[src/rtl/core/rptm_pkg.sv]
// Package: types and constants shared by the packed-text modexp block.
package rptm_pkg;

    localparam int WORD_W     = 31;
    localparam int CHAR_W     = 7;
    localparam int CNT_W      = 3;
    localparam int ADDR_W     = 4;
    localparam int DATA_W     = 32;
    localparam int MAX_CHARS  = 4;
    localparam int EXP_STEPS  = 31;

    // register indexes on the configuration port
    localparam logic [1:0] REG_DIRECTION = 2'd0;
    localparam logic [1:0] REG_EXPONENT  = 2'd1;
    localparam logic [1:0] REG_MODULUS   = 2'd2;
    localparam logic [1:0] REG_BLOCK     = 2'd3;

    // direction codes
    localparam logic DIR_ENCRYPT = 1'b0;
    localparam logic DIR_DECRYPT = 1'b1;

    typedef struct packed {
        logic [WORD_W-1:0] in_value;
        logic              message_end;
    } t_in_item;

    typedef struct packed {
        logic [WORD_W-1:0] out_value;
        logic              last_of_run;
    } t_out_item;

endpackage

[src/rtl/core/rptm_mulmod.sv]
// Iterative modular multiplier: one bit of the multiplier per cycle, MSB first.
module rptm_mulmod (
    input  logic                       i_clk,
    input  logic                       i_rst_n,
    input  logic                       i_start,
    input  logic [rptm_pkg::WORD_W-1:0] i_a,
    input  logic [rptm_pkg::WORD_W-1:0] i_b,
    input  logic [rptm_pkg::WORD_W-1:0] i_mod,
    output logic                       o_done,
    output logic [rptm_pkg::WORD_W-1:0] o_prod
);
    localparam int W = rptm_pkg::WORD_W;

    logic [W-1:0] r_a, n_a;
    logic [W-1:0] r_b;
    logic [W-1:0] r_p, n_p;
    logic [4:0]   r_cnt, n_cnt;
    logic         r_done, n_done;
    logic [W+1:0] w_t;
    logic [W+1:0] w_m1;
    logic [W+1:0] w_m2;
    logic [W+1:0] w_red;

    // double, add the selected multiplicand, fold back below the modulus
    always_comb begin
        w_m1 = {2'b00, i_mod};
        w_m2 = {1'b0, i_mod, 1'b0};
        w_t  = {1'b0, r_p, 1'b0} + (r_a[W-1] ? {2'b00, r_b} : {(W+2){1'b0}});
        if (w_t >= w_m2) begin
            w_red = w_t - w_m2;
        end else if (w_t >= w_m1) begin
            w_red = w_t - w_m1;
        end else begin
            w_red = w_t;
        end
    end

    // advance one multiplier bit per cycle
    always_comb begin
        n_a    = r_a;
        n_p    = r_p;
        n_cnt  = r_cnt;
        n_done = 1'b0;
        if (i_start) begin
            n_a   = i_a;
            n_p   = '0;
            n_cnt = 5'(W);
        end else if (r_cnt != 5'd0) begin
            n_a    = {r_a[W-2:0], 1'b0};
            n_p    = w_red[W-1:0];
            n_cnt  = r_cnt - 5'd1;
            n_done = (r_cnt == 5'd1);
        end
    end

    always_ff @(posedge i_clk) begin
        if (!i_rst_n) begin
            r_cnt  <= '0;
            r_done <= 1'b0;
        end else begin
            r_cnt  <= n_cnt;
            r_done <= n_done;
        end
        r_a <= n_a;
        r_p <= n_p;
        if (i_start) begin
            r_b <= i_b;
        end
    end

    assign o_done = r_done;
    assign o_prod = r_p;
endmodule

[src/rtl/core/rptm_cell.sv]
// One character cell of the unpacking row: loads a slice, then passes it down.
module rptm_cell (
    input  logic                        i_clk,
    input  logic                        i_load,
    input  logic                        i_shift,
    input  logic [rptm_pkg::CHAR_W-1:0] i_load_char,
    input  logic [rptm_pkg::CHAR_W-1:0] i_neighbor,
    output logic [rptm_pkg::CHAR_W-1:0] o_char
);
    logic [rptm_pkg::CHAR_W-1:0] r_char;

    // load from the product or take the upper neighbor's character
    always_ff @(posedge i_clk) begin
        if (i_load) begin
            r_char <= i_load_char;
        end else if (i_shift) begin
            r_char <= i_neighbor;
        end
    end

    assign o_char = r_char;
endmodule

[src/rtl/core/rsa_packed_text_modexp_core.sv]
// Top level of the toy RSA packed-text modular exponentiation block.
// Encrypting, characters are packed 7 bits each, least significant first;
// a full block (or message_end) starts one exponentiation and yields one
// cipher word. Decrypting, each cipher word is exponentiated and returned as
// chars_per_block characters from a row of cells, the last one flagged.
// One exponentiation is a base reduction followed by 31 exponent-bit steps,
// each done by the bit-serial modular multipliers (square and multiply run
// side by side in each exponent step). Each further character is shown in
// the cycle after the previous one is taken. Items that only add a character
// are taken without starting an exponentiation. The block takes one item at
// a time.
module rsa_packed_text_modexp_core #(
    parameter int MAX_CHARS = rptm_pkg::MAX_CHARS
) (
    input  logic                         i_clk,
    input  logic                         i_rst_n,
    input  logic                         i_valid,
    output logic                         o_ready,
    input  rptm_pkg::t_in_item           i_data,
    output logic                         o_valid,
    input  logic                         i_ready,
    output rptm_pkg::t_out_item          o_data,
    input  logic                         psel,
    input  logic                         penable,
    input  logic                         pwrite,
    input  logic [rptm_pkg::ADDR_W-1:0]  paddr,
    input  logic [rptm_pkg::DATA_W-1:0]  pwdata,
    output logic [rptm_pkg::DATA_W-1:0]  prdata,
    output logic                         pready
);
    localparam int W     = rptm_pkg::WORD_W;
    localparam int CW    = rptm_pkg::CHAR_W;
    localparam int NW    = rptm_pkg::CNT_W;
    localparam int ACC_W = CW * MAX_CHARS;

    localparam logic [1:0] S_IDLE   = 2'd0;
    localparam logic [1:0] S_REDUCE = 2'd1;
    localparam logic [1:0] S_EXP    = 2'd2;
    localparam logic [1:0] S_EMIT   = 2'd3;

    logic           r_dir;
    logic [W-1:0]   r_exp;
    logic [W-1:0]   r_mod;
    logic [NW-1:0]  r_cpb;
    logic [ACC_W-1:0] r_acc;
    logic [NW-1:0]  r_collected;
    logic [1:0]     r_state, n_state;
    logic [4:0]     r_k;
    logic [W-1:0]   r_res;
    logic [W-1:0]   r_sq;
    logic           r_job_dec;
    logic [NW-1:0]  r_left;

    logic           w_cfg_wr;
    logic [W-1:0]   w_mod_eff;
    logic [NW-1:0]  w_blk;
    logic           w_accept;
    logic           w_out_take;
    logic [ACC_W-1:0] w_acc_next;
    logic [NW-1:0]  w_cnt_next;
    logic           w_enc_emit;
    logic           w_start_a;
    logic           w_start_b;
    logic [W-1:0]   w_a_in;
    logic [W-1:0]   w_a_b;
    logic           w_done_a;
    logic           w_done_b;
    logic [W-1:0]   w_prod_a;
    logic [W-1:0]   w_prod_b;
    logic           w_exp_fin;
    logic           w_cell_load;
    logic           w_cell_shift;
    logic [CW-1:0]  w_chain [MAX_CHARS+1];

    // configuration port
    assign pready   = 1'b1;
    assign w_cfg_wr = psel && penable && pwrite;

    always_ff @(posedge i_clk) begin
        if (!i_rst_n) begin
            r_dir <= rptm_pkg::DIR_ENCRYPT;
            r_exp <= W'(1);
            r_mod <= {W{1'b1}};
            r_cpb <= NW'(1);
        end else if (w_cfg_wr) begin
            case (paddr[3:2])
                rptm_pkg::REG_DIRECTION: r_dir <= pwdata[0];
                rptm_pkg::REG_EXPONENT:  r_exp <= pwdata[W-1:0];
                rptm_pkg::REG_MODULUS:   r_mod <= pwdata[W-1:0];
                rptm_pkg::REG_BLOCK:     r_cpb <= pwdata[NW-1:0];
                default: ;
            endcase
        end
    end

    always_comb begin
        case (paddr[3:2])
            rptm_pkg::REG_DIRECTION: prdata = {31'd0, r_dir};
            rptm_pkg::REG_EXPONENT:  prdata = {1'b0, r_exp};
            rptm_pkg::REG_MODULUS:   prdata = {1'b0, r_mod};
            rptm_pkg::REG_BLOCK:     prdata = {29'd0, r_cpb};
            default:                 prdata = '0;
        endcase
    end

    // effective modulus and block size
    assign w_mod_eff = (r_mod < W'(2)) ? W'(2) : r_mod;
    always_comb begin
        if (r_cpb == '0) begin
            w_blk = NW'(1);
        end else if (r_cpb > NW'(MAX_CHARS)) begin
            w_blk = NW'(MAX_CHARS);
        end else begin
            w_blk = r_cpb;
        end
    end

    assign o_ready    = (r_state == S_IDLE);
    assign w_accept   = i_valid && o_ready;
    assign w_out_take = o_valid && i_ready;

    // pack the new character into its slot
    always_comb begin
        w_acc_next = r_acc;
        for (int j = 0; j < MAX_CHARS; j++) begin
            if (r_collected == NW'(j)) begin
                w_acc_next[j*CW +: CW] = i_data.in_value[CW-1:0];
            end
        end
        w_cnt_next = r_collected + NW'(1);
        w_enc_emit = (w_cnt_next >= w_blk) || i_data.message_end;
    end

    // sequencer
    assign w_exp_fin = (r_state == S_EXP) && w_done_a && (r_k == 5'(W-1));

    always_comb begin
        n_state   = r_state;
        w_start_a = 1'b0;
        w_start_b = 1'b0;
        w_a_in    = r_res;
        w_a_b     = r_sq;
        case (r_state)
            S_IDLE: begin
                if (w_accept) begin
                    if (r_dir == rptm_pkg::DIR_DECRYPT) begin
                        w_start_a = 1'b1;
                        w_a_in    = i_data.in_value;
                        w_a_b     = W'(1);
                        n_state   = S_REDUCE;
                    end else if (w_enc_emit) begin
                        w_start_a = 1'b1;
                        w_a_in    = W'(w_acc_next);
                        w_a_b     = W'(1);
                        n_state   = S_REDUCE;
                    end
                end
            end
            S_REDUCE: begin
                if (w_done_a) begin
                    w_start_a = 1'b1;
                    w_start_b = 1'b1;
                    w_a_in    = W'(1);
                    w_a_b     = w_prod_a;
                    n_state   = S_EXP;
                end
            end
            S_EXP: begin
                if (w_done_a) begin
                    if (r_k == 5'(W-1)) begin
                        n_state = S_EMIT;
                    end else begin
                        w_start_a = 1'b1;
                        w_start_b = 1'b1;
                        w_a_in    = r_exp[r_k] ? w_prod_a : r_res;
                        w_a_b     = w_prod_b;
                    end
                end
            end
            S_EMIT: begin
                if (w_out_take && (r_left == '0)) begin
                    n_state = S_IDLE;
                end
            end
            default: n_state = S_IDLE;
        endcase
    end

    always_ff @(posedge i_clk) begin
        if (!i_rst_n) begin
            r_state     <= S_IDLE;
            r_acc       <= '0;
            r_collected <= '0;
            r_k         <= '0;
            r_left      <= '0;
            r_job_dec   <= 1'b0;
        end else begin
            r_state <= n_state;
            // store or clear the packing state
            if (w_accept && (r_dir == rptm_pkg::DIR_ENCRYPT)) begin
                if (w_enc_emit) begin
                    r_acc       <= '0;
                    r_collected <= '0;
                end else begin
                    r_acc       <= w_acc_next;
                    r_collected <= w_cnt_next;
                end
            end
            if (w_accept) begin
                r_job_dec <= (r_dir == rptm_pkg::DIR_DECRYPT);
                r_left    <= (r_dir == rptm_pkg::DIR_DECRYPT) ? (w_blk - NW'(1)) : '0;
            end else if (w_out_take && (r_left != '0)) begin
                r_left <= r_left - NW'(1);
            end
            if ((r_state == S_REDUCE) && w_done_a) begin
                r_k <= '0;
            end else if ((r_state == S_EXP) && w_done_a) begin
                r_k <= r_k + 5'd1;
            end
        end
        // result and square registers
        if ((r_state == S_REDUCE) && w_done_a) begin
            r_res <= W'(1);
            r_sq  <= w_prod_a;
        end else if ((r_state == S_EXP) && w_done_a) begin
            if (r_exp[r_k]) begin
                r_res <= w_prod_a;
            end
            r_sq <= w_prod_b;
        end
    end

    rptm_mulmod u_mul_a (
        .i_clk   (i_clk),
        .i_rst_n (i_rst_n),
        .i_start (w_start_a),
        .i_a     (w_a_in),
        .i_b     (w_a_b),
        .i_mod   (w_mod_eff),
        .o_done  (w_done_a),
        .o_prod  (w_prod_a)
    );

    // square the value that the multiply unit takes in the same step
    rptm_mulmod u_mul_b (
        .i_clk   (i_clk),
        .i_rst_n (i_rst_n),
        .i_start (w_start_b),
        .i_a     (w_a_b),
        .i_b     (w_a_b),
        .i_mod   (w_mod_eff),
        .o_done  (w_done_b),
        .o_prod  (w_prod_b)
    );

    // row of character cells for unpacking the decrypted word
    assign w_cell_load  = w_exp_fin;
    assign w_cell_shift = w_out_take && r_job_dec;
    assign w_chain[MAX_CHARS] = '0;

    for (genvar g = 0; g < MAX_CHARS; g++) begin : g_cell
        rptm_cell u_cell (
            .i_clk       (i_clk),
            .i_load      (w_cell_load),
            .i_shift     (w_cell_shift),
            .i_load_char (r_exp[r_k] ? w_prod_a[g*CW +: CW] : r_res[g*CW +: CW]),
            .i_neighbor  (w_chain[g+1]),
            .o_char      (w_chain[g])
        );
    end

    // present the result item
    assign o_valid = (r_state == S_EMIT);
    always_comb begin
        if (r_job_dec) begin
            o_data.out_value = {{(W-CW){1'b0}}, w_chain[0]};
        end else begin
            o_data.out_value = r_res;
        end
        o_data.last_of_run = (r_left == '0);
    end

    // squaring unit finishes with the multiply unit
    logic w_unused;
    assign w_unused = w_done_b;
endmodule

[config.mk]
export PLATFORM = sky130hd
export DESIGN_NAME = rsa_packed_text_modexp_core
export DESIGN_NICKNAME = d
export VERILOG_FILES = /design/src/rtl/core/rptm_pkg.sv /design/src/rtl/core/rptm_mulmod.sv /design/src/rtl/core/rptm_cell.sv /design/src/rtl/core/rsa_packed_text_modexp_core.sv
export SDC_FILE = /design/constraint.sdc
export NUM_CORES = 1
export LEC_CHECK = 0
export CAP_MARGIN = 20
export CORE_UTILIZATION = 55
export DETAILED_ROUTE_END_ITERATION = 6
export DONT_BUFFER_PORTS = 1
export GPL_TIMING_DRIVEN = 0
export PLACE_DENSITY_LB_ADDON = 0.12
export SYNTH_ARGS = -nofsm -noshare
export SYNTH_HDL_FRONTEND = slang
export SYNTH_HIERARCHICAL = 1
export SYNTH_SLANG_ARGS = --single-unit
[constraint.sdc]
create_clock -name i_clk -period 8.8 [get_ports i_clk]
set_clock_uncertainty 0.05 [all_clocks]
set_input_delay 1.76 -clock i_clk [delete_from_list [all_inputs] [get_ports i_clk]]
set_output_delay 1.76 -clock i_clk [all_outputs]
set_load 0.005 [all_outputs]
==> results of run 1 <==
[power by group]
group          switching (uW)  internal [uW]
logic                    5360           3010
registers                 556           2550
clock network             805           1140
[through the flow]
stage	power (uW)	worst slack (ns)	util, %	instances	hold slack [ns]
2_1_floorplan	8560	3.08	-	3623	0.388
3_3_place_gp	11000	0.466	57.7	4371	0.393
3_5_place_dp	11200	1.80	58.0	4379	0.402
4_1_cts	13200	1.74	60.7	4461	0.417
5_1_grt	14100	1.37	60.7	4461	0.423
6_report	13400	1.56	60.7	4463	0.415
[state kept, by name, indices dropped and copies added, names as in the netlist, 5 cells and up]
name / cells
r_sq: 31
g_cell.u_cell/o_char: 28
r_res: 31
u_mul_b/r_cnt: 5
r_acc: 28
r_mod: 31
u_mul_a/r_a: 31
u_mul_b/o_prod: 31
r_k: 5
u_mul_b/r_a: 31
u_mul_a/o_prod: 31
r_exp: 31
u_mul_a/r_cnt: 5
u_mul_a/r_b: 31
u_mul_b/r_b: 31
[area by class of cell]
class                      instances  area (um2)
clock inverter                    14         163
sequential                       395        9740
inverter                         174         653
timing repair buffer               8         136
fill                            4954       21800
buffer                           228        1030
multi-input combinational       2826       19600
antenna                            2        5.00
tap                              748         936
clock buffer                      68        1340
[placed cells by master, fill, tap and decap left out, types with 74 or more instances in the layout]
cell and count:
sky130_fd_sc_hd__mux2i_1 95, sky130_fd_sc_hd__dfxtp_1 212, sky130_fd_sc_hd__ha_1 206, sky130_fd_sc_hd__a21oi_1 240
sky130_fd_sc_hd__a211oi_1 74, sky130_fd_sc_hd__edfxtp_1 183, sky130_fd_sc_hd__nand2_1 537, sky130_fd_sc_hd__clkbuf_1 193
sky130_fd_sc_hd__and2_1 79, sky130_fd_sc_hd__xnor2_1 98, sky130_fd_sc_hd__nor2_1 164, sky130_fd_sc_hd__o21ai_0 163
sky130_fd_sc_hd__nand3_1 78, sky130_fd_sc_hd__inv_1 174, sky130_fd_sc_hd__mux2_2 99, sky130_fd_sc_hd__a21o_1 114
[metal layers]
| metal | global-route usage [%] | up-vias |
|---|---|---|
| met3 | 8.21 | 378 |
| met4 | 21.9 | 2 |
| met5 | 0 | - |
| met2 | 64.4 | 1691 |
| li1 | - | 13367 |
| met1 | 50.0 | 13994 |
[final timing paths]
check | endpoint | slack (ns)
min reg2reg | r_acc[24] | 0.42
max reg2reg | u_mul_a/o_prod[21] | 1.56
max | u_mul_a/o_prod[21] | 1.56
min | r_acc[24] | 0.42
==> results.json, run 1 <==
{
  "maxCapViolations": 0,
  "outcome": "complete, no violations",
  "drt-vias-per-instance": 6.59,
  "drt_wl_total_mm": 118,
  "gr-usage-all-layers_pct": 40.0,
  "setup_viol_count_final": 0,
  "maximum_clock_insertion_buffer_count": 3,
  "clock_latency_ns": 0.59,
  "cts_setup_buffers": 0,
  "globalRouteOverflowTotal": 0,
  "io_pins": 142,
  "design.final.nets": 3965,
  "power_density_nw_per_um2": 399,
  "cts_tree": "built",
  "path_depth": 25,
  "initial_core_util_pct": 55.9,
  "grt_setup_unrepaired": "false",
  "dieArea_um2": 57300,
  "grt_start_max_net_pins": 36,
  "worst-path-buf-inv": 3,
  "vias": 29432,
  "cp_slowest_cell": "sky130_fd_sc_hd__nor4_1",
  "timing.hold.worst_path_depth": 1,
  "core_area_um2": 55400,
  "setup.worst_path.start_class": "flip-flop",
  "clock_tree.root_cell": "sky130_fd_sc_hd__clkbuf_16",
  "criticalPathCategory": "flip-flop to flip-flop",
  "met1_length_mm": 45.4,
  "route.antenna.remaining_nets": 0,
  "syn_to_final_growth_pct": 8.51,
  "antenna_found_initial": 1,
  "worst_path_largest_cell_delay_ns": 0.56,
  "timing.final.crit_share_pct": 82.3,
  "max_freq_mhz": 138,
  "cts.sinks": 395,
  "drc": 0,
  "post_route_cells_drive_above_1_share_pct": 8.40,
  "synth.yosys.warnings": 6,
  "critical_path.startpoint": "u_mul_a/r_a[30]",
  "worst_pin_slew_ns": 1.10,
  "met2RoutedLength_mm": 52.8,
  "die-width_um": 239,
  "avgRoutedWirePerCell_um": 26.4,
  "slew_hr_pct": 25.7,
  "cts_htree_levels": 2,
  "placed_cell_area_um2": 32100,
  "clk_pin_slew_worst_setup_hold_paths_ns": 0.06,
  "cp_max_fo": 10,
  "cp-end-kind": "flip-flop",
  "layout_min_cycle_time_ns": 7.24,
  "uppermost_metal_layer_occupied_by_signal_nets": "met5",
  "dp_hpwl_mm": 93.6,
  "inserted_clock_buffers": 45,
  "cts_resized": 0,
  "syn_avg_cell_area_um2": 8.57,
  "number_of_iterations_in_the_first_detailed_routing_pass": 6,
  "row_count": 86,
  "buffer_ports.inserted": 0,
  "required_time_at_the_endpoint_of_the_critical_path_ns": 9.20,
  "final_max_slew_viol_count": 0,
  "cts_hold_repair.buffers": 0,
  "dieHeight_um": 239,
  "r2r_start": "u_mul_a/r_a[30]",
  "worst_r2r_path_depth": 25,
  "synth_area_um2": 31000,
  "critical_path_arrival_ns": 7.64,
  "total_leakage_power_uw": 0.0150,
  "via_count_of_the_first_global_routing_pass": 27587,
  "min-delay-path-class": "flip-flop to flip-flop",
  "met3_wirelength_mm": 12.0,
  "totalNegativeSetupSlack_ns": 0,
  "synth_cells": 3616,
  "hold_viol": 0,
  "grt_first_pass_wirelength_mm": 171,
  "hold_start": "r_acc[24]",
  "final_area_um2": 33600,
  "path_delay_family": "simple AND/OR/NAND/NOR gates",
  "drt-initial-drc-count": 3603,
  "vdd_drop_max_uv": 257,
  "gp_routability_congestion": 1.00
}
No activity file was read; power rests on OpenSTA's default activity.
==> run 2, diff against run 1 <==
- clock period: 8.8 -> 6.7 ns (I/O delays scaled with it)
==> run 2 against run 1 <==
  * The run now ends with design-rule violations left
  * Sequential share of layout area down 0.13 points
  * Worst setup slack got worse by 1.3 ns
  * Cell area rose by 0.44%
  * Non-clock buffer count increased by 3
  * Die area stayed put
  * Flip-flop and latch count stayed put
  * Critical path type unchanged
==> results.json, run 2 (synthesis gave the netlist of run 1 again) <==
{
  "outcome": "finished, violations left",
  "violations": "design-rule violations",
  "min-delay-path-class": "flip-flop to flip-flop",
  "dieHeight_um": 239,
  "cp_slowest_cell": "sky130_fd_sc_hd__o41ai_4",
  "gp_routability_congestion": 1.00,
  "core_area_um2": 55400,
  "total_leakage_power_uw": 0.0151,
  "drt-initial-drc-count": 3643,
  "number_of_iterations_in_the_first_detailed_routing_pass": 7,
  "buffer_ports.inserted": 0,
  "die-width_um": 239,
  "clock_latency_ns": 0.59,
  "worst_path_largest_cell_delay_ns": 0.56,
  "dieArea_um2": 57300,
  "path_depth": 26,
  "inserted_clock_buffers": 45,
  "p_seq_share_pct": 23.0,
  "final_util_pct": 60.9,
  "slew_hr_pct": 21.1,
  "via_count_of_the_first_global_routing_pass": 27612,
  "cts_tree": "built",
  "row_count": 86,
  "p_sw_uw": 8850,
  "syn_to_final_growth_pct": 8.99,
  "cts_htree_levels": 2,
  "cell_internal_pwr_uw": 8870,
  "cts.sinks": 395,
  "clock_tree.root_cell": "sky130_fd_sc_hd__clkbuf_16",
  "dp_hpwl_mm": 93.6,
  "grt_setup_unrepaired": "false",
  "final_max_slew_viol_count": 0,
  "drc": 4,
  "maxCapViolations": 0,
  "total_placed_cells_including_tap_cells": 4379,
  "path_delay_family": "compound AO/OA/AOI/OAI gates",
  "worst_pin_slew_ns": 1.17,
  "power_switching_share_pct": 50.0,
  "clk_pin_slew_worst_setup_hold_paths_ns": 0.06,
  "critical_path_arrival_ns": 6.82,
  "setup_viol_count_final": 0,
  "power_density_nw_per_um2": 525,
  "drt_wl_total_mm": 117,
  "leading_cell_types_in_the_layout_fill_and_taps_excluded": "sky130_fd_sc_hd__nand2_1 (537), sky130_fd_sc_hd__a21oi_1 (239), sky130_fd_sc_hd__dfxtp_1 (212)",
  "final_common_cell": "sky130_fd_sc_hd__nand2_1",
  "maximum_clock_insertion_buffer_count": 3,
  "timing.hold.worst_path_depth": 1,
  "max_freq_mhz": 156,
  "drt-vias-per-instance": 6.62,
  "clockPowerShare_pct": 14.4,
  "vias": 29577,
  "cp_max_fo": 10,
  "criticalPathCategory": "flip-flop to flip-flop",
  "timing.final.crit_share_pct": 95.8,
  "layout_min_cycle_time_ns": 6.42,
  "io_pins": 142,
  "vdd_drop_max_uv": 337,
  "setup.worst_path.start_class": "flip-flop",
  "required_time_at_the_endpoint_of_the_critical_path_ns": 7.10,
  "cp-end-kind": "flip-flop",
  "initial_core_util_pct": 55.9,
  "grt_start_max_net_pins": 36,
  "worst-path-buf-inv": 4,
  "globalRouteOverflowTotal": 0,
  "power_frac_comb_pct": 62.6,
  "design.final.nets": 3968,
  "post_route_cells_drive_above_1_share_pct": 9.02,
  "grt_first_pass_wirelength_mm": 171,
  "hold_viol": 0,
  "antenna_found_initial": 1,
  "gr-usage-all-layers_pct": 40.0,
  "route.antenna.remaining_nets": 0,
  "layoutNonFillerInstCount": 4465,
  "final.hold.worst_slack_ns": 0.415,
  "worst_r2r_path_depth": 26,
  "avgRoutedWirePerCell_um": 26.3
}
-- run 2: power groups by stage --
stage	clock, uW	sequential [uW]	combinational (uW)
global placement	0	4080	10400
detailed placement	0	4080	10600
CTS	2560	4030	10700
global route	2650	4080	11800
floorplan	0	3660	7580
finish	2550	4080	11100
-- run 2: final cells by class --
cell class	instances	area, um2
Timing Repair Buffer	13	174
Clock inverter	14	163
Multi-Input combinational cell	2826	19700
Fill cell	4946	21600
Tap cell	748	936
Clock buffer	68	1340
Buffer	226	1030
Sequential cell	395	9740
Inverter	174	653
Antenna cell	1	2.50
-- run 2: timing repair --
item,CTS,global route
pin swaps,2,4
hold buffers,0,0
setup endpoints to repair,26,62
resized for setup,5,26
setup buffers,1,4
-- run 2: metal layers --
metal	vias up	share of wire (%)	GRT usage [%]
met4	2	6.1	21.5
li1	13366	-	-
met1	14053	38	50.0
met2	1770	45	64.6
met3	386	11	8.09
met5	-	0.010	0
-- run 2: metrics by stage --
stage	worst slack (ns)	total power, uW	TNS [ns]	instance area, um2
detailed placement	-0.304	14700	-2.21	32100
global placement	-1.63	14400	-136.80	32000
finish	0.281	17700	0	33800
global route	0.0138	18500	0	33800
CTS	0.0158	17300	0	33700
floorplan	1.01	11200	0	31000
-- run 2: path summary, 6_finish.rpt --
kind / slack [ns] / end / from
max: 0.28 / u_mul_a/o_prod[21] / u_mul_a/r_a[30]
min: 0.42 / r_acc[26] / r_acc[26]
max reg2reg: 0.28 / u_mul_a/o_prod[21] / u_mul_a/r_a[30]
min reg2reg: 0.42 / r_acc[26] / r_acc[26]
